File: src/design/nteu_pkg.sv
// ---------------------------------------------------------------------------
// nteu_pkg
// Shared sizes, lookup table, microcode words and program for the n-tuple
// value evaluate and update core.
// ---------------------------------------------------------------------------
package nteu_pkg;

  localparam int VERTICAL_TABLES   = 1;
  localparam int HORIZONTAL_TABLES = 1;
  localparam int BOARD_SIDE        = 4;
  localparam int TILE_LEVELS       = 16;

  localparam int NUM_ACTIONS   = 4;
  localparam int SQUARE_TABLES = (BOARD_SIDE - 1) * (BOARD_SIDE - 1);
  localparam int TBL_PER_ACT   = VERTICAL_TABLES + HORIZONTAL_TABLES + SQUARE_TABLES;
  localparam int LUT_SIZE      = TILE_LEVELS * TILE_LEVELS * TILE_LEVELS * TILE_LEVELS;
  localparam int STORE_DEPTH   = NUM_ACTIONS * TBL_PER_ACT * LUT_SIZE;
  localparam int N_LK          = (VERTICAL_TABLES + HORIZONTAL_TABLES) * BOARD_SIDE
                                 + SQUARE_TABLES;

  localparam int ADDR_W   = $clog2(STORE_DEPTH);
  localparam int K_W      = $clog2(N_LK);
  localparam int TBL_W    = $clog2(TBL_PER_ACT);
  localparam int TILE_W   = 4;
  localparam int POS_W    = 4;
  localparam int WEIGHT_W = 32;
  localparam int SUM_W    = 38;
  localparam int BOARD_W  = 64;
  localparam int ACTION_W = 2;

  localparam int IN_TDATA_W  = BOARD_W + WEIGHT_W;
  localparam int IN_TUSER_W  = 1 + ACTION_W;
  localparam int OUT_TDATA_W = ((SUM_W + 7) / 8) * 8;

  localparam logic CMD_EVAL   = 1'b0;
  localparam logic CMD_UPDATE = 1'b1;

  localparam logic [WEIGHT_W-1:0] W_MAX = {1'b0, {(WEIGHT_W-1){1'b1}}};
  localparam logic [WEIGHT_W-1:0] W_MIN = {1'b1, {(WEIGHT_W-1){1'b0}}};

  // one lookup: table within the action set, four tile positions, msd first
  typedef struct packed {
    logic [TBL_W-1:0]            tbl;
    logic [3:0][POS_W-1:0]       pos;
  } lk_t;

  typedef lk_t [N_LK-1:0] lk_tab_t;

  function automatic logic [POS_W-1:0] pos_of(input int r, input int c);
    return POS_W'(r * BOARD_SIDE + c);
  endfunction

  function automatic lk_tab_t lk_build();
    lk_tab_t t;
    int      n;
    t = '0;
    n = 0;
    for (int k = 0; k < VERTICAL_TABLES; k++) begin
      for (int j = 0; j < BOARD_SIDE; j++) begin
        t[n].tbl    = TBL_W'(k);
        t[n].pos[0] = pos_of(0, j);
        t[n].pos[1] = pos_of(1, j);
        t[n].pos[2] = pos_of(2, j);
        t[n].pos[3] = pos_of(3, j);
        n++;
      end
    end
    for (int k = 0; k < HORIZONTAL_TABLES; k++) begin
      for (int i = 0; i < BOARD_SIDE; i++) begin
        t[n].tbl    = TBL_W'(VERTICAL_TABLES + k);
        t[n].pos[0] = pos_of(i, 0);
        t[n].pos[1] = pos_of(i, 1);
        t[n].pos[2] = pos_of(i, 2);
        t[n].pos[3] = pos_of(i, 3);
        n++;
      end
    end
    for (int i = 0; i < BOARD_SIDE - 1; i++) begin
      for (int j = 0; j < BOARD_SIDE - 1; j++) begin
        t[n].tbl    = TBL_W'(VERTICAL_TABLES + HORIZONTAL_TABLES + i * (BOARD_SIDE - 1) + j);
        t[n].pos[0] = pos_of(i, j);
        t[n].pos[1] = pos_of(i, j + 1);
        t[n].pos[2] = pos_of(i + 1, j);
        t[n].pos[3] = pos_of(i + 1, j + 1);
        n++;
      end
    end
    return t;
  endfunction

  localparam lk_tab_t LK_TAB = lk_build();

  // microcode
  typedef enum logic [2:0] {
    MEM_NONE,
    MEM_RD_SUM,
    MEM_RD,
    MEM_WR_UPD,
    MEM_WR_ZERO
  } mem_op_t;

  typedef enum logic [1:0] {
    CNT_HOLD,
    CNT_K_ZERO,
    CNT_K_INC,
    CNT_CLR_INC
  } cnt_op_t;

  typedef enum logic [2:0] {
    C_ALWAYS,
    C_IN_BEAT,
    C_K_LAST,
    C_CLR_LAST,
    C_IS_EVAL,
    C_OUT_FREE
  } cond_t;

  typedef enum logic [2:0] {
    S_CLR,
    S_IDLE,
    S_SUM,
    S_DRAIN,
    S_URD,
    S_UWR,
    S_OUT
  } step_t;

  typedef struct packed {
    mem_op_t mem;
    cnt_op_t cnt;
    cond_t   cond;
    logic    in_rdy;
    logic    out_load;
    step_t   jt;
    step_t   nt;
  } uword_t;

  typedef struct packed {
    logic in_beat;
    logic k_last;
    logic clr_last;
    logic is_eval;
    logic out_free;
  } sts_t;

  function automatic uword_t urom(input step_t pc);
    uword_t w;
    w = '{mem: MEM_NONE, cnt: CNT_HOLD, cond: C_ALWAYS, in_rdy: 1'b0,
          out_load: 1'b0, jt: S_IDLE, nt: S_IDLE};
    unique case (pc)
      S_CLR: begin
        w.mem  = MEM_WR_ZERO;
        w.cnt  = CNT_CLR_INC;
        w.cond = C_CLR_LAST;
        w.jt   = S_IDLE;
        w.nt   = S_CLR;
      end
      S_IDLE: begin
        w.cnt    = CNT_K_ZERO;
        w.cond   = C_IN_BEAT;
        w.in_rdy = 1'b1;
        w.jt     = S_SUM;
        w.nt     = S_IDLE;
      end
      S_SUM: begin
        w.mem  = MEM_RD_SUM;
        w.cnt  = CNT_K_INC;
        w.cond = C_K_LAST;
        w.jt   = S_DRAIN;
        w.nt   = S_SUM;
      end
      S_DRAIN: begin
        w.cond = C_IS_EVAL;
        w.jt   = S_OUT;
        w.nt   = S_URD;
      end
      S_URD: begin
        w.mem  = MEM_RD;
        w.cond = C_ALWAYS;
        w.jt   = S_UWR;
        w.nt   = S_UWR;
      end
      S_UWR: begin
        w.mem  = MEM_WR_UPD;
        w.cnt  = CNT_K_INC;
        w.cond = C_K_LAST;
        w.jt   = S_OUT;
        w.nt   = S_URD;
      end
      S_OUT: begin
        w.cond     = C_OUT_FREE;
        w.out_load = 1'b1;
        w.jt       = S_IDLE;
        w.nt       = S_OUT;
      end
      default: begin
        w.jt = S_IDLE;
        w.nt = S_IDLE;
      end
    endcase
    return w;
  endfunction

endpackage

File: src/design/nteu_seq.sv
// ---------------------------------------------------------------------------
// nteu_seq
// Microcode sequencer: step counter, program rom and conditional jumps.
// ---------------------------------------------------------------------------
module nteu_seq import nteu_pkg::*; (
  input  logic   clk,
  input  logic   rst_n,
  input  sts_t   sts,
  output uword_t ctl
);

  step_t pc_r;
  step_t pc_nxt;
  logic  take;

  assign ctl = urom(pc_r);

  always_comb begin
    unique case (ctl.cond)
      C_ALWAYS:   take = 1'b1;
      C_IN_BEAT:  take = sts.in_beat;
      C_K_LAST:   take = sts.k_last;
      C_CLR_LAST: take = sts.clr_last;
      C_IS_EVAL:  take = sts.is_eval;
      C_OUT_FREE: take = sts.out_free;
      default:    take = 1'b0;
    endcase
    pc_nxt = take ? ctl.jt : ctl.nt;
  end

  always_ff @(posedge clk) begin
    if (!rst_n) begin
      pc_r <= S_CLR;
    end else begin
      pc_r <= pc_nxt;
    end
  end

  a_reset_clear: assert property (@(posedge clk) !rst_n |=> pc_r == S_CLR)
    else $error("sequencer did not restart at the clearing pass");

endmodule

File: config.mk
export PLATFORM = sky130hd
export DESIGN_NAME = nteu_seq
export DESIGN_NICKNAME = d
export VERILOG_FILES = /design/src/design/nteu_pkg.sv /design/src/design/nteu_seq.sv
export SDC_FILE = /design/constraint.sdc
export NUM_CORES = 1
export LEC_CHECK = 0
export ABC_AREA = 1
export BUFFER_PORTS_ARGS = -buffer_cell sky130_fd_sc_hd__buf_2
export CAP_MARGIN = 5
export CORE_AREA = 2 2 39 41
export CTS_CLUSTER_DIAMETER = 60
export CTS_CLUSTER_SIZE = 40
export DETAILED_ROUTE_END_ITERATION = 12
export DIE_AREA = 0 0 41 43
export PLACE_DENSITY_LB_ADDON = 0.1
export SLEW_MARGIN = 40
export SYNTH_ARGS = -nofsm -noshare
export SYNTH_HDL_FRONTEND = slang
export SYNTH_SLANG_ARGS = --single-unit
File: constraint.sdc
create_clock -name clk -period 1.63 [get_ports clk]
set_clock_uncertainty 0.2 [all_clocks]
set_input_delay 0.0815 -clock clk [delete_from_list [all_inputs] [get_ports clk]]
set_output_delay 0.0815 -clock clk [all_outputs]
set_load 0.01 [all_outputs]
==> results.md <==
- Worst path bufs/invs: 2
- Register bit total from synthesis: 3
- Max incr delay on CP: 0.31 ns
- Total power: 1.17 mW
- RePlAce Congestion: 0.680
- Share of cells above drive strength 1: 49.5%
- Clock network power share: 11.0%
- Reg2reg path depth: 9
- Distinct cells, synth: 16
- Final worst slack: 0.0854 ns
- Largest regs: pc_r (3)
- Fill cells: 164
- Worst-Margin Slew: 0.281 ns
- Gate power share: 75.9%
- I/O pin count: 23
- Startpoint Class: flip-flop
- H-tree depth: 1
- Synth warn: 0
- Peak supply drop: 0.620 mV
- DP Cell Count: 105
- Crit path capture type: output port
- Initial antenna violation count: 0
- WL per Instance: 8.79 µm
- Core Rows: 14
- Cell Chain, Critical Path: buf_4 > nor3_1 > or2_2 > buf_2
- Top cell type's share of synthesized area: 15.6%
- Initial core utilization: 27.8%
- Sink Count: 3
- FF+latch area: 67.6 µm²
- Status: complete, no violations
- Final ANT Viol Nets: 0
- WHS: 0.0685 ns
- Pre-CTS setup slack: 0.150 ns
- TritonCTS clock tree: done
- Worst setup path class: flip-flop to output port
- Post-Layout Cell Count: 113
- Port bufs: 22
- Critical path's slowest cell: dfxtp_1
- Total track usage: 12.8%
- Sequential share of the synthesized area: 15.6%
- Worst-skew pair later-pin latency: 0.23 ns
- Chip width: 41 µm
- Pins Over Slew Limit: 0
- Area taken by multi-input logic gates: 254 µm²
- Sw Ratio: 51.4%
- First-pass GRT wire length: 1570 µm
- Crit path depth: 4
- Mapped Nets: 75
- Largest delay share family, worst path: simple AND/OR/NAND/NOR gates
- Core area: 1380 µm²
- Pin count of the biggest net entering global routing: 11
- Antenna cells: 0
- Hold Crit Depth: 6
- Unrepaired setup endpoints after global routing: yes
- Fmax: 647 MHz
- Final setup viols: 0
- Data required time of the critical path: 1.35 ns
- Clk pin slew, worst setup/hold paths: 0.04 ns
- Leak: 0.363 nW
- Most frequent cells in the layout: buf_2, inv_1, nand2_1
- Max-cap viol count: 0
- GRT overflow: 0
- Chip height: 43 µm
- DR vias/cell: 4.34
- Min cycle time layout: 1.54 ns
- CTS Buf Count: 3
- CP arrival: 1.26 ns
- Final Util: 41.5%
- Final period util: 94.8%
- Die area: 1760 µm²
- Cell taking the most area after synthesis: dfxtp_1
- Area added between synthesis and finish: 49.0%
- Switch Pwr: 0.602 mW
- Pint: 0.570 mW
- Most common cell after layout, fill and taps aside: buf_2
- Syn Std Cell Area: 385 µm²
- Hold Violations, Final: 0
- Most flop-heavy register: pc_r
- Top cells by area, synth: dfxtp_1, inv_1, nand2_1, nor2_1, nor2_2
- Tightest Hold Check Type: input port to flip-flop
- PwrDens: 2040 nW/µm²
- Hpwl dp: 835 µm
- Total wire length: 993 µm
- First DRT Iteration DRCs: 11
- Mean post-synth cell area: 5.67 µm²
- CP max FO: 8
- Post-Syn Instances: 68
- Max reg flops: 3
- Clock buffer depth: 2
- Root Buffer: clkbuf_4
- Vias in the first global route: 437
- TritonRoute pass-1 iters: 4
- Sequential power share: 13.1%
- Final nets: 105
- # DRC: 0
- Rel. slew slack: 81.1%
- Via count: 490
-- routing by layer --
layer / vias up / part of all wire (%) / GRT usage (%)
met1: 205 / 44 / 15.0
met4: 0 / 0 / 6.00
met3: 0 / 7.6 / 1.57
met2: 17 / 49 / 21.6
met5: - / 0 / 0
li1: 268 / - / -
-- final cells by class --
| class | instances | area share, % |
|---|---|---|
| clock buffers | 4 | 4.58 |
| inverters | 15 | 9.80 |
| flip-flops and latches | 3 | 11.8 |
| repair buffers | 27 | 26.1 |
| well taps | 16 | 3.49 |
| multi-input cells | 48 | 44.2 |
-- path summary, 6_finish.rpt --
kind              startpoint      end  slack, ns
setup / recovery     pc_r[0]  ctl[12]       0.09
hold / removal        sts[0]  pc_r[1]       0.07
setup reg to reg     pc_r[0]  pc_r[1]       0.23
hold reg to reg      pc_r[2]  pc_r[2]       0.47
-- power groups by stage --
stage	registers (mW)	logic, mW	clock network [mW]
after floorplan	0.129	0.610	0
after global placement	0.150	0.875	0
after detailed placement	0.149	0.869	0
after CTS	0.152	0.876	0.130
after global routing	0.157	0.995	0.138
final	0.154	0.890	0.128
-- cells in the mapped netlist, drive strengths merged --
library cell,number
nand2,15
nor2,16
dfxtp,3
nand3,8
inv,15
a21oi,2
buf,2
nand4,4
or2,2
nor3,1
-- through the flow --
step,instance area [µm²],setup TNS [ns]
global placement,508,0
floorplan,385,0
finish,574,0
CTS,557,0
global route,574,-0.00198
detailed placement,508,0
-- worst register-to-register path, stage by stage, from the launching register on --
cell     delay (ns)
dfxtp_1        0.31
buf_4          0.16
nand3_1        0.10
nand2_2        0.06
buf_4          0.14
nand2_4        0.06
nand3_2        0.06
nor2_2         0.11
nor2_1         0.05
nor2_1         0.09
-- kinds of logic (layout without fill, tap and decap cells) --
logic type | after synthesis | count (layout) | share of synthesized area (%)
AO/OA/AOI/OAI | 2 | 2 | 2.60
buffers and inverters | 17 | 46 | 18.5
flip-flops | 3 | 3 | 15.6
AND/OR/NAND/NOR | 46 | 46 | 63.3
-- repair_timing --
| item | 4_1_cts | 5_1_grt |
|---|---|---|
| setup buffers | 0 | 2 |
| pin swaps | 0 | 1 |
| endpoints found under the setup margin | 4 | 3 |
| hold endpoints to repair | 3 | 0 |
| hold buffers | 2 | 0 |
| gates resized for setup | 2 | 2 |
Power figures use the tool's default switching activity.
