File: config.mk
export PLATFORM = sky130hd
export DESIGN_NAME = nteu_dp
export DESIGN_NICKNAME = d
export VERILOG_FILES = /design/src/design/nteu_pkg.sv /design/src/design/nteu_dp.sv
export SDC_FILE = /design/constraint.sdc
export NUM_CORES = 1
export LEC_CHECK = 0
export ABC_CLOCK_PERIOD_IN_PS = 13830
export BUFFER_PORTS_ARGS = -buffer_cell sky130_fd_sc_hd__clkbuf_2
export CORE_UTILIZATION = 61
export DETAILED_ROUTE_END_ITERATION = 8
export PLACE_DENSITY = 0.86
export SLEW_MARGIN = 0
export SYNTH_ARGS = -nofsm -noshare
export SYNTH_HDL_FRONTEND = slang
export SYNTH_SLANG_ARGS = --single-unit
File: constraint.sdc
create_clock -name clk -period 13.83 [get_ports clk]
set_input_delay 1.383 -clock clk [delete_from_list [all_inputs] [get_ports clk]]
set_output_delay 1.383 -clock clk [all_outputs]
set_load 0.05 [all_outputs]
File: src/design/nteu_pkg.sv
// ---------------------------------------------------------------------------
// nteu_pkg
// Shared sizes, lookup table, microcode words and program for the n-tuple
// value evaluate and update core.
// ---------------------------------------------------------------------------
package nteu_pkg;

  localparam int VERTICAL_TABLES   = 1;
  localparam int HORIZONTAL_TABLES = 1;
  localparam int BOARD_SIDE        = 4;
  localparam int TILE_LEVELS       = 16;

  localparam int NUM_ACTIONS   = 4;
  localparam int SQUARE_TABLES = (BOARD_SIDE - 1) * (BOARD_SIDE - 1);
  localparam int TBL_PER_ACT   = VERTICAL_TABLES + HORIZONTAL_TABLES + SQUARE_TABLES;
  localparam int LUT_SIZE      = TILE_LEVELS * TILE_LEVELS * TILE_LEVELS * TILE_LEVELS;
  localparam int STORE_DEPTH   = NUM_ACTIONS * TBL_PER_ACT * LUT_SIZE;
  localparam int N_LK          = (VERTICAL_TABLES + HORIZONTAL_TABLES) * BOARD_SIDE
                                 + SQUARE_TABLES;

  localparam int ADDR_W   = $clog2(STORE_DEPTH);
  localparam int K_W      = $clog2(N_LK);
  localparam int TBL_W    = $clog2(TBL_PER_ACT);
  localparam int TILE_W   = 4;
  localparam int POS_W    = 4;
  localparam int WEIGHT_W = 32;
  localparam int SUM_W    = 38;
  localparam int BOARD_W  = 64;
  localparam int ACTION_W = 2;

  localparam int IN_TDATA_W  = BOARD_W + WEIGHT_W;
  localparam int IN_TUSER_W  = 1 + ACTION_W;
  localparam int OUT_TDATA_W = ((SUM_W + 7) / 8) * 8;

  localparam logic CMD_EVAL   = 1'b0;
  localparam logic CMD_UPDATE = 1'b1;

  localparam logic [WEIGHT_W-1:0] W_MAX = {1'b0, {(WEIGHT_W-1){1'b1}}};
  localparam logic [WEIGHT_W-1:0] W_MIN = {1'b1, {(WEIGHT_W-1){1'b0}}};

  // one lookup: table within the action set, four tile positions, msd first
  typedef struct packed {
    logic [TBL_W-1:0]            tbl;
    logic [3:0][POS_W-1:0]       pos;
  } lk_t;

  typedef lk_t [N_LK-1:0] lk_tab_t;

  function automatic logic [POS_W-1:0] pos_of(input int r, input int c);
    return POS_W'(r * BOARD_SIDE + c);
  endfunction

  function automatic lk_tab_t lk_build();
    lk_tab_t t;
    int      n;
    t = '0;
    n = 0;
    for (int k = 0; k < VERTICAL_TABLES; k++) begin
      for (int j = 0; j < BOARD_SIDE; j++) begin
        t[n].tbl    = TBL_W'(k);
        t[n].pos[0] = pos_of(0, j);
        t[n].pos[1] = pos_of(1, j);
        t[n].pos[2] = pos_of(2, j);
        t[n].pos[3] = pos_of(3, j);
        n++;
      end
    end
    for (int k = 0; k < HORIZONTAL_TABLES; k++) begin
      for (int i = 0; i < BOARD_SIDE; i++) begin
        t[n].tbl    = TBL_W'(VERTICAL_TABLES + k);
        t[n].pos[0] = pos_of(i, 0);
        t[n].pos[1] = pos_of(i, 1);
        t[n].pos[2] = pos_of(i, 2);
        t[n].pos[3] = pos_of(i, 3);
        n++;
      end
    end
    for (int i = 0; i < BOARD_SIDE - 1; i++) begin
      for (int j = 0; j < BOARD_SIDE - 1; j++) begin
        t[n].tbl    = TBL_W'(VERTICAL_TABLES + HORIZONTAL_TABLES + i * (BOARD_SIDE - 1) + j);
        t[n].pos[0] = pos_of(i, j);
        t[n].pos[1] = pos_of(i, j + 1);
        t[n].pos[2] = pos_of(i + 1, j);
        t[n].pos[3] = pos_of(i + 1, j + 1);
        n++;
      end
    end
    return t;
  endfunction

  localparam lk_tab_t LK_TAB = lk_build();

  // microcode
  typedef enum logic [2:0] {
    MEM_NONE,
    MEM_RD_SUM,
    MEM_RD,
    MEM_WR_UPD,
    MEM_WR_ZERO
  } mem_op_t;

  typedef enum logic [1:0] {
    CNT_HOLD,
    CNT_K_ZERO,
    CNT_K_INC,
    CNT_CLR_INC
  } cnt_op_t;

  typedef enum logic [2:0] {
    C_ALWAYS,
    C_IN_BEAT,
    C_K_LAST,
    C_CLR_LAST,
    C_IS_EVAL,
    C_OUT_FREE
  } cond_t;

  typedef enum logic [2:0] {
    S_CLR,
    S_IDLE,
    S_SUM,
    S_DRAIN,
    S_URD,
    S_UWR,
    S_OUT
  } step_t;

  typedef struct packed {
    mem_op_t mem;
    cnt_op_t cnt;
    cond_t   cond;
    logic    in_rdy;
    logic    out_load;
    step_t   jt;
    step_t   nt;
  } uword_t;

  typedef struct packed {
    logic in_beat;
    logic k_last;
    logic clr_last;
    logic is_eval;
    logic out_free;
  } sts_t;

  function automatic uword_t urom(input step_t pc);
    uword_t w;
    w = '{mem: MEM_NONE, cnt: CNT_HOLD, cond: C_ALWAYS, in_rdy: 1'b0,
          out_load: 1'b0, jt: S_IDLE, nt: S_IDLE};
    unique case (pc)
      S_CLR: begin
        w.mem  = MEM_WR_ZERO;
        w.cnt  = CNT_CLR_INC;
        w.cond = C_CLR_LAST;
        w.jt   = S_IDLE;
        w.nt   = S_CLR;
      end
      S_IDLE: begin
        w.cnt    = CNT_K_ZERO;
        w.cond   = C_IN_BEAT;
        w.in_rdy = 1'b1;
        w.jt     = S_SUM;
        w.nt     = S_IDLE;
      end
      S_SUM: begin
        w.mem  = MEM_RD_SUM;
        w.cnt  = CNT_K_INC;
        w.cond = C_K_LAST;
        w.jt   = S_DRAIN;
        w.nt   = S_SUM;
      end
      S_DRAIN: begin
        w.cond = C_IS_EVAL;
        w.jt   = S_OUT;
        w.nt   = S_URD;
      end
      S_URD: begin
        w.mem  = MEM_RD;
        w.cond = C_ALWAYS;
        w.jt   = S_UWR;
        w.nt   = S_UWR;
      end
      S_UWR: begin
        w.mem  = MEM_WR_UPD;
        w.cnt  = CNT_K_INC;
        w.cond = C_K_LAST;
        w.jt   = S_OUT;
        w.nt   = S_URD;
      end
      S_OUT: begin
        w.cond     = C_OUT_FREE;
        w.out_load = 1'b1;
        w.jt       = S_IDLE;
        w.nt       = S_OUT;
      end
      default: begin
        w.jt = S_IDLE;
        w.nt = S_IDLE;
      end
    endcase
    return w;
  endfunction

endpackage

File: src/design/nteu_dp.sv
// ---------------------------------------------------------------------------
// nteu_dp
// Datapath: beat capture, lookup address generation, weight accumulator,
// saturating update, clear counter and result register.
// ---------------------------------------------------------------------------
module nteu_dp import nteu_pkg::*; (
  input  logic                   clk,
  input  logic                   rst_n,
  input  uword_t                 ctl,
  output sts_t                   sts,
  input  logic                   in_tvalid,
  output logic                   in_tready,
  input  logic [IN_TDATA_W-1:0]  in_tdata,
  input  logic [IN_TUSER_W-1:0]  in_tuser,
  output logic                   out_tvalid,
  input  logic                   out_tready,
  output logic [OUT_TDATA_W-1:0] out_tdata,
  output logic                   ram_en,
  output logic                   ram_we,
  output logic [ADDR_W-1:0]      ram_addr,
  output logic [WEIGHT_W-1:0]    ram_wdata,
  input  logic [WEIGHT_W-1:0]    ram_rdata
);

  logic                cmd_r;
  logic [ACTION_W-1:0] action_r;
  logic [BOARD_W-1:0]  board_r;
  logic [WEIGHT_W-1:0] delta_r;
  logic [K_W-1:0]      k_r, k_nxt;
  logic [ADDR_W-1:0]   clr_r, clr_nxt;
  logic [SUM_W-1:0]    acc_r, acc_nxt;
  logic                acc_en_r;
  logic                out_valid_r, out_valid_nxt;
  logic [SUM_W-1:0]    out_data_r;

  logic                in_beat, k_last, clr_last, out_free, out_load;
  lk_t                 lk;
  logic [TILE_W-1:0]   tile [4];
  logic [ADDR_W-1:0]   dig, tbl_full, lk_addr;
  logic [WEIGHT_W:0]   upd_sum;
  logic [WEIGHT_W-1:0] sat_w;
  logic [SUM_W-1:0]    rd_ext;

  assign in_tready = ctl.in_rdy;
  assign in_beat   = in_tvalid & ctl.in_rdy;
  assign k_last    = (k_r == K_W'(N_LK - 1));
  assign clr_last  = (clr_r == ADDR_W'(STORE_DEPTH - 1));
  assign out_free  = !out_valid_r || out_tready;
  assign out_load  = ctl.out_load && out_free;

  assign sts = '{in_beat: in_beat, k_last: k_last, clr_last: clr_last,
                 is_eval: (cmd_r == CMD_EVAL), out_free: out_free};

  // lookup address: table base plus four tile digits, top/left digit first
  always_comb begin
    lk  = LK_TAB[k_r];
    dig = '0;
    for (int i = 0; i < 4; i++) begin
      tile[i] = board_r[{lk.pos[i], 2'b00} +: TILE_W];
      if (5'(tile[i]) >= 5'(TILE_LEVELS)) begin
        tile[i] = TILE_W'(TILE_LEVELS - 1);
      end
      dig = dig * ADDR_W'(TILE_LEVELS) + ADDR_W'(tile[i]);
    end
    tbl_full = ADDR_W'(action_r) * ADDR_W'(TBL_PER_ACT) + ADDR_W'(lk.tbl);
    lk_addr  = tbl_full * ADDR_W'(LUT_SIZE) + dig;
  end

  // saturating weight update
  always_comb begin
    upd_sum = {ram_rdata[WEIGHT_W-1], ram_rdata} + {delta_r[WEIGHT_W-1], delta_r};
    if (upd_sum[WEIGHT_W] != upd_sum[WEIGHT_W-1]) begin
      sat_w = upd_sum[WEIGHT_W] ? W_MIN : W_MAX;
    end else begin
      sat_w = upd_sum[WEIGHT_W-1:0];
    end
  end

  assign ram_en    = (ctl.mem != MEM_NONE);
  assign ram_we    = (ctl.mem == MEM_WR_UPD) || (ctl.mem == MEM_WR_ZERO);
  assign ram_addr  = (ctl.mem == MEM_WR_ZERO) ? clr_r : lk_addr;
  assign ram_wdata = (ctl.mem == MEM_WR_ZERO) ? '0 : sat_w;

  assign rd_ext = {{(SUM_W - WEIGHT_W){ram_rdata[WEIGHT_W-1]}}, ram_rdata};

  always_comb begin
    k_nxt   = k_r;
    clr_nxt = clr_r;
    case (ctl.cnt)
      CNT_K_ZERO:  k_nxt = '0;
      CNT_K_INC:   k_nxt = k_last ? '0 : k_r + K_W'(1);
      CNT_CLR_INC: clr_nxt = clr_last ? clr_r : clr_r + ADDR_W'(1);
      default:     k_nxt = k_r;
    endcase

    acc_nxt = acc_r;
    if (in_beat) begin
      acc_nxt = '0;
    end else if (acc_en_r) begin
      acc_nxt = acc_r + rd_ext;
    end

    out_valid_nxt = out_valid_r;
    if (out_load) begin
      out_valid_nxt = 1'b1;
    end else if (out_tready) begin
      out_valid_nxt = 1'b0;
    end
  end

  always_ff @(posedge clk) begin
    if (!rst_n) begin
      k_r         <= '0;
      clr_r       <= '0;
      acc_en_r    <= 1'b0;
      out_valid_r <= 1'b0;
    end else begin
      k_r         <= k_nxt;
      clr_r       <= clr_nxt;
      acc_en_r    <= (ctl.mem == MEM_RD_SUM);
      out_valid_r <= out_valid_nxt;
    end
  end

  always_ff @(posedge clk) begin
    acc_r <= acc_nxt;
    if (in_beat) begin
      cmd_r    <= in_tuser[0];
      action_r <= in_tuser[ACTION_W:1];
      board_r  <= in_tdata[BOARD_W-1:0];
      delta_r  <= in_tdata[IN_TDATA_W-1:BOARD_W];
    end
    if (out_load) begin
      out_data_r <= acc_r;
    end
  end

  assign out_tvalid = out_valid_r;
  assign out_tdata  = OUT_TDATA_W'(out_data_r);

  a_upd_same_addr: assert property (@(posedge clk) disable iff (!rst_n)
    ctl.mem == MEM_WR_UPD |-> $past(ctl.mem) == MEM_RD && $stable(ram_addr))
    else $error("weight write-back address differs from its read");

  a_sum_start: assert property (@(posedge clk) disable iff (!rst_n)
    in_beat |=> k_r == '0 && acc_r == '0 && !acc_en_r)
    else $error("lookup pass did not start clean");

  a_out_load: assert property (@(posedge clk) disable iff (!rst_n)
    out_load |=> out_tvalid && out_data_r == $past(acc_r))
    else $error("result register missed the sum");

endmodule

==> results of run 1 <==
-- synthesized netlist by cell type (36+ instances only) --
cell type  number
o21a_1         41
o21ai_0        53
edfxtp_1      137
xnor2_1        45
a21oi_1        72
mux4_2         80
inv_1          37
dfxtp_1        83
clkbuf_1       36
ha_1           91
nor2_1         77
nand2_1       132
-- how the worst max path moves through the flow --
stage                 startpoint             to  slack [ns]  depth (start not counted)
floorplan              in_tvalid         sts[4]        7.02                          5
global placement    ram_rdata[0]  ram_wdata[14]        7.57                         13
detailed placement  ram_rdata[0]  ram_wdata[14]        7.51                         13
CTS                 ram_rdata[0]  ram_wdata[13]        7.48                         13
global route        ram_rdata[0]  ram_wdata[13]        7.18                         13
finish              ram_rdata[0]  ram_wdata[13]        7.42                         13
-- layout by cell type (no fill, tap or decap), types with 22 or more instances in the layout --
cell type	Yosys	final
clkbuf_2	0	242
o21a_1	41	41
nor2_1	77	77
a21oi_1	72	72
inv_1	37	37
xnor2_1	45	45
xor2_1	25	25
nand2_1	132	132
clkbuf_16	0	25
mux4_2	80	80
o21ai_0	53	53
nor3_1	22	22
dfxtp_1	83	80
and2_1	25	24
nand3_1	28	28
edfxtp_1	137	137
ha_1	91	91
a21o_1	34	34
-- kinds of logic (layout without fill, tap and decap cells) --
| group | Yosys count | in the layout | synth area share |
|---|---|---|---|
| adders and majority gates | 95 | 95 | 0.0875 |
| DFF | 220 | 220 | 0.415 |
| xor gates and xnor gates | 70 | 70 | 0.0440 |
| buffers and inverters | 102 | 332 | 0.0313 |
| AOI/OAI and AO/OA | 309 | 309 | 0.151 |
| other | 1 | 5 | 0.000269 |
| and+or+nand+nor | 368 | 368 | 0.127 |
| muxes | 101 | 101 | 0.144 |
-- registers in the layout, summed over array words and instances (netlist names), 2 cells and up --
name	flops
out_data_r	38
lk	16
k_r	5
clr_r	22
acc_r	38
action_r	2
board_r	64
delta_r	32
-- final cells by class --
type	count	area, um^2	area share
tap	280	350	0.0217
clock buffer	29	651	0.0403
clock inverter	17	224	0.0139
sequential	220	5780	0.358
timing repair buffer	246	1240	0.0770
inverter	40	153	0.00946
antenna	3	7.51	0.000465
multi-input combinational	945	7720	0.479
-- per-layer routing --
| layer | up-vias | part of all wire | global-route usage |
|---|---|---|---|
| met5 | - | 0.00033 | 0 |
| met4 | 2 | 0.047 | 0.155 |
| met3 | 107 | 0.091 | 0.0581 |
| met2 | 572 | 0.47 | 0.499 |
| met1 | 5297 | 0.39 | 0.394 |
| li1 | 5193 | - | - |
-- metrics by stage --
step	power [W]	area [um^2]
floorplan	0.00124	13900
global placement	0.00136	15200
detailed placement	0.00138	15200
CTS	0.00208	16100
global route	0.00215	16100
finish	0.00208	16100
-- power by group through the flow --
stage / sequential (W) / clock [W] / combinational [W]
floorplan: 0.000810 / 0 / 0.000432
global placement: 0.000794 / 0 / 0.000571
detailed placement: 0.000800 / 0 / 0.000581
CTS: 0.000787 / 0.000709 / 0.000586
global route: 0.000793 / 0.000733 / 0.000628
finish: 0.000787 / 0.000701 / 0.000590
-- worst register-to-register path, cell delays in order, from the launching register on --
cell      delay, ns
dfxtp_1        0.33
ha_1           0.25
fa_1           0.44
a211oi_1       0.32
o21bai_1       0.18
a2111o_1       0.44
nand3_1        0.11
nand3_1        0.23
a21oi_1        0.52
o31ai_1        0.17
mux2i_1        0.14
a311o_1        0.33
==> results.json, run 1 <==
{
  "run_status": "finished clean",
  "drt_wl_total_mm": 36.1,
  "post_cts_buffers": 0,
  "tightest_slew_ns": 1.10,
  "seqPwrFrac": 0.379,
  "crit_path_frequent_cell": "clkbuf_2",
  "grt_start_max_net_pins": 76,
  "hp-start": "acc_r[13]",
  "die_height_um": 153,
  "fin_crit_sh": 0.463,
  "clkLatencyLatePin_ns": 0.54,
  "dp_slack_ns": 7.51,
  "leakage_nw": 6.71,
  "hpwlAfterDp_mm": 26.0,
  "max_cap_violations": 0,
  "synthCells": 1266,
  "avgViaCountPerCell": 6.28,
  "p_clk_frac": 0.337,
  "p_switching_w": 0.000696,
  "netlist.area_leader.share": 0.295,
  "holdPathEnd": "out_data_r[13]",
  "reg2reg_depth": 11,
  "overflow": 0,
  "slowest_delay_ns": 0.75,
  "synth_edf_count": 137,
  "fin_skew_ns": 0.0220,
  "core_mm2": 0.0221,
  "crit_path_end_kind": "primary output",
  "max-vdd-ir-drop_v": 0.000112,
  "synthArstFlopShare": 0,
  "fin_crit_ns": 6.41,
  "finalMaxSlewViolations": 0,
  "setup_slack_ns": 7.42,
  "fin_setup_tns_ns": 0,
  "ant_nets": 0,
  "ctsHtreeMaxLevel": 1,
  "r2r_end": "acc_r[30]",
  "ys_top_cells_by_area": "edfxtp_1 30%, mux4_2 13%, dfxtp_1 12%",
  "final_cells": 1780,
  "postLayoutCoreUtil": 0.730,
  "fmax_ghz": 0.156,
  "syn_area_per_cell_um2": 11.0,
  "antenna_found_initial": 5,
  "yosysWarningCount": 0,
  "ios": 254,
  "power_frac_comb": 0.284,
  "drc": 0,
  "powerDensity_mw_per_mm2": 129,
  "postCtsHoldBufs": 0,
  "synth_ff_type": "edfxtp_1",
  "clock_sinks": 220,
  "hold_viol": 0,
  "power.internal_w": 0.00138,
  "cp.buffers_inverters": 2,
  "fin_nets": 1724,
  "grt_usage": 0.307,
  "clk_pin_slew_ns": 0.06,
  "crit_path_start_kind": "input port",
  "ctsResizeCount": 0,
  "rows": 54,
  "grt_setup_unrepaired": "false",
  "firstDrtPassIters": 5,
  "drive_gt1_frac": 0.260,
  "synth_seq_area_share": 0.415,
  "reg2reg_slack_ns": 10.25,
  "grt_pass1_vias": 10800,
  "syn_area_mm2": 0.0139,
  "critPathMaxFanout": 31,
  "die_w_um": 153,
  "dr.first_iter.drc_count": 799,
  "setup-violations-final": 0,
  "ys_types": 79,
  "vias": 11200,
  "dpl.cell_count": 1731,
  "io_buffers": 242,
  "cp_cell_sequence": "clkbuf_2 -> ha_1 -> fa_1 -> a21oi_1 -> o311a_1 -> nor3b_2 -> o211ai_2 -> a21oi_2 -> o22ai_1 -> o32a_1 -> a21oi_4 -> o21a_1 -> clkbuf_2",
  "initial_core_util": 0.630,
  "ys_seq_elements": 220,
  "cp_top_family": "compound AO/OA/AOI/OAI gates",
  "hold-path-cell-count": 0,
  "r2r-start": "acc_r[0]",
  "cts_tree": "done",
  "die_area_mm2": 0.0234,
  "cts_made_buffers": 25,
  "crit_type": "in2out",
  "grt_pass1_wl_mm": 56.5,
  "power_switching_share": 0.335,
  "fillers": 1475,
  "clock_path_buffers": 3,
  "place_congestion": 0.901,
  "netlist.top_cell.by_area": "edfxtp_1",
  "crit_path_top_delay_cell": "a21oi_4",
  "wl_per_cell_um": 20.3,
  "required_ns": 12.45,
  "critPathArrivalTime_ns": 5.02,
  "holdWs_ns": 0.461,
  "cts_root_buf": "clkbuf_16",
  "synthToLayoutAreaGrowth_pct": 15.8,
  "timing.slew.headroom": 0.267,
  "hold_class": "reg2reg"
}
Note: power is estimated with default switching activity, not from simulation.
==> inputs of run 2 (changes only) <==
--- a/config.mk
+++ b/config.mk
@@ -5,11 +5,11 @@
 export SDC_FILE = /design/constraint.sdc
 export NUM_CORES = 1
 export LEC_CHECK = 0
-export ABC_CLOCK_PERIOD_IN_PS = 13830
+export ABC_CLOCK_PERIOD_IN_PS = 6400
 export BUFFER_PORTS_ARGS = -buffer_cell sky130_fd_sc_hd__clkbuf_2
-export CORE_UTILIZATION = 61
+export CORE_UTILIZATION = 57
 export DETAILED_ROUTE_END_ITERATION = 8
-export PLACE_DENSITY = 0.86
+export PLACE_DENSITY = 0.81
 export SLEW_MARGIN = 0
 export SYNTH_ARGS = -nofsm -noshare
 export SYNTH_HDL_FRONTEND = slang
==> constraint.sdc (replaced) <==
create_clock -name clk -period 6.4 [get_ports clk]
set_input_delay 0.64 -clock clk [delete_from_list [all_inputs] [get_ports clk]]
set_output_delay 0.64 -clock clk [all_outputs]
set_load 0.05 [all_outputs]
==> run 2 against run 1 <==
Net effect:
- first-iteration DRC count grew 0.75%
- critical path depth shrank 1
- via count shrank 1.3%
- clock power grew 110%
- total power grew 110%
- combinational power grew 120%
- clock skew shrank 0.0096 ns
- final cell count grew 2.1%
- design area grew 0.12%
- sequential cell count is the same
- critical endpoint is now ram_wdata[2]
==> results.json, run 2 (synthesis gave the netlist of run 1 again) <==
{
  "critPathMaxFanout": 31,
  "final_cell_mix": "242 x clkbuf_2, 137 x edfxtp_1, 132 x nand2_1",
  "fmax_ghz": 0.200,
  "finalMaxSlewViolations": 0,
  "fin_crit_ns": 5.00,
  "place_area_mm2": 0.0153,
  "fin_skew_ns": 0.0125,
  "setup_slack_ns": 1.40,
  "largest_register_ff_count": 64,
  "avgViaCountPerCell": 6.06,
  "crit_path_start_kind": "register",
  "fin_setup_tns_ns": 0,
  "final_common_cell": "clkbuf_2",
  "die_w_um": 158,
  "clock_sinks": 220,
  "fin_nets": 1724,
  "required_ns": 5.76,
  "synthToLayoutAreaGrowth_pct": 15.9,
  "io_buffers": 242,
  "place_congestion": 0.924,
  "grt_pass1_vias": 10200,
  "vias": 11000,
  "setup-violations-final": 0,
  "r2r-start": "acc_r[0]",
  "reg.largest.list": "board_r (64), acc_r (38), out_data_r (38)",
  "postCtsHoldBufs": 0,
  "cp_top_family": "compound AO/OA/AOI/OAI gates",
  "holdWs_ns": 0.287,
  "hold_class": "in2reg",
  "cp_cell_sequence": "ha_1 -> fa_1 -> a21oi_1 -> o311a_1 -> nor3b_2 -> o211ai_2 -> a21oi_2 -> o22ai_1 -> o32a_1 -> a21oi_4 -> o21a_1 -> clkbuf_2",
  "rows": 56,
  "ant_nets": 0,
  "timing.slew.headroom": 0.277,
  "grt_start_max_net_pins": 68,
  "cts_tree": "done",
  "fillers": 1753,
  "reg2reg_depth": 11,
  "antenna_found_initial": 3,
  "die_height_um": 158,
  "dr.first_iter.drc_count": 805,
  "cp.buffers_inverters": 1,
  "ios": 254,
  "crit_type": "reg2out",
  "drt_wl_total_mm": 34.7,
  "cts_root_buf": "clkbuf_16",
  "grt_pass1_wl_mm": 53.5,
  "wl_per_cell_um": 19.1,
  "initial_core_util": 0.586,
  "hpwlAfterDp_mm": 26.1,
  "slowest_delay_ns": 0.74,
  "core_mm2": 0.0238,
  "run_status": "finished clean",
  "r2r_end": "acc_r[30]",
  "ctsHtreeMaxLevel": 1,
  "leakage_nw": 6.70,
  "critPathArrivalTime_ns": 4.36,
  "max-vdd-ir-drop_v": 0.000242,
  "grt_usage": 0.278,
  "drc": 0,
  "dp_slack_ns": 1.49,
  "ctsResizeCount": 0,
  "tightest_slew_ns": 1.08,
  "largest_register": "board_r",
  "fin_area_mm2": 0.0161,
  "post_cts_buffers": 0,
  "worstSetupEndpoint": "ram_wdata[2]",
  "drive_gt1_frac": 0.261,
  "clkLatencyLatePin_ns": 0.52,
  "reg2reg_slack_ns": 2.78,
  "cts_made_buffers": 24,
  "crit_cells": 12,
  "die_area_mm2": 0.0251,
  "fin_crit_sh": 0.781,
  "crit_path_end_kind": "primary output",
  "setup.worst_path.start": "delta_r[0]",
  "powerDensity_mw_per_mm2": 274,
  "firstDrtPassIters": 5,
  "overflow": 0,
  "hold_viol": 0,
  "clock_path_buffers": 3,
  "clk_pin_slew_ns": 0.06,
  "grt_setup_unrepaired": "false",
  "crit_path_top_delay_cell": "a21oi_4",
  "max_cap_violations": 0
}
-- run 2: changes by cell type in the layout (fill, tap and decap cells not counted) --
cell | previous run | this run
bufinv_16 | 5 | 4
clkinvlp_2 | 1 | 0
diode_2 | 3 | 4
buf_4 | 4 | 5
clkinvlp_4 | 2 | 1
clkinv_1 | 6 | 3
clkinv_2 | 0 | 3
-- run 2: area by class of cell --
class,instances,area [um^2],share of cell area
well taps,319,399,0.0247
clock buffers,29,651,0.0403
multi-input cells,945,7720,0.478
inverters,40,153,0.00945
repair buffers,247,1250,0.0773
flip-flops and latches,220,5780,0.358
diodes,4,10.0,0.000620
clock inverters,14,185,0.0115
-- run 2: worst min-delay path by stage --
| stage | from | to | slack (ns) | cells past startpoint |
|---|---|---|---|---|
| after floorplan | acc_r[37] | out_data_r[37] | 0.42 | 0 |
| after global placement | acc_r[37] | out_data_r[37] | 0.44 | 0 |
| after detailed placement | acc_r[4] | out_data_r[4] | 0.45 | 0 |
| after CTS | in_tdata[13] | board_r[13] | 0.26 | 1 |
| after global routing | in_tdata[13] | board_r[13] | 0.27 | 1 |
| final | in_tdata[39] | board_r[39] | 0.29 | 1 |
-- run 2: routing by layer --
| layer | global-route usage | up-vias | wire, um |
|---|---|---|---|
| met2 | 0.457 | 531 | 16200 |
| met4 | 0.113 | 0 | 1450 |
| met5 | 0 | - | 0 |
| met1 | 0.369 | 5213 | 14100 |
| met3 | 0.0425 | 85 | 2830 |
| li1 | - | 5196 | - |
-- run 2: report_power, final --
part / internal (W) / switching, W / leakage [nW]
clock network: 0.000887 / 0.000564 / 0.407
logic: 0.000446 / 0.000827 / 4.31
registers: 0.00161 / 0.0000879 / 1.99
total: 0.00294 / 0.00148 / 6.70
-- run 2: stage by stage --
stage	util	cells	total power [W]
6_report	0.680	1818	0.00442
5_1_grt	0.680	1817	0.00459
4_1_cts	0.679	1814	0.00444
3_5_place_dp	0.644	1771	0.00299
3_3_place_gp	0.644	1771	0.00296
2_1_floorplan	-	1267	0.00268
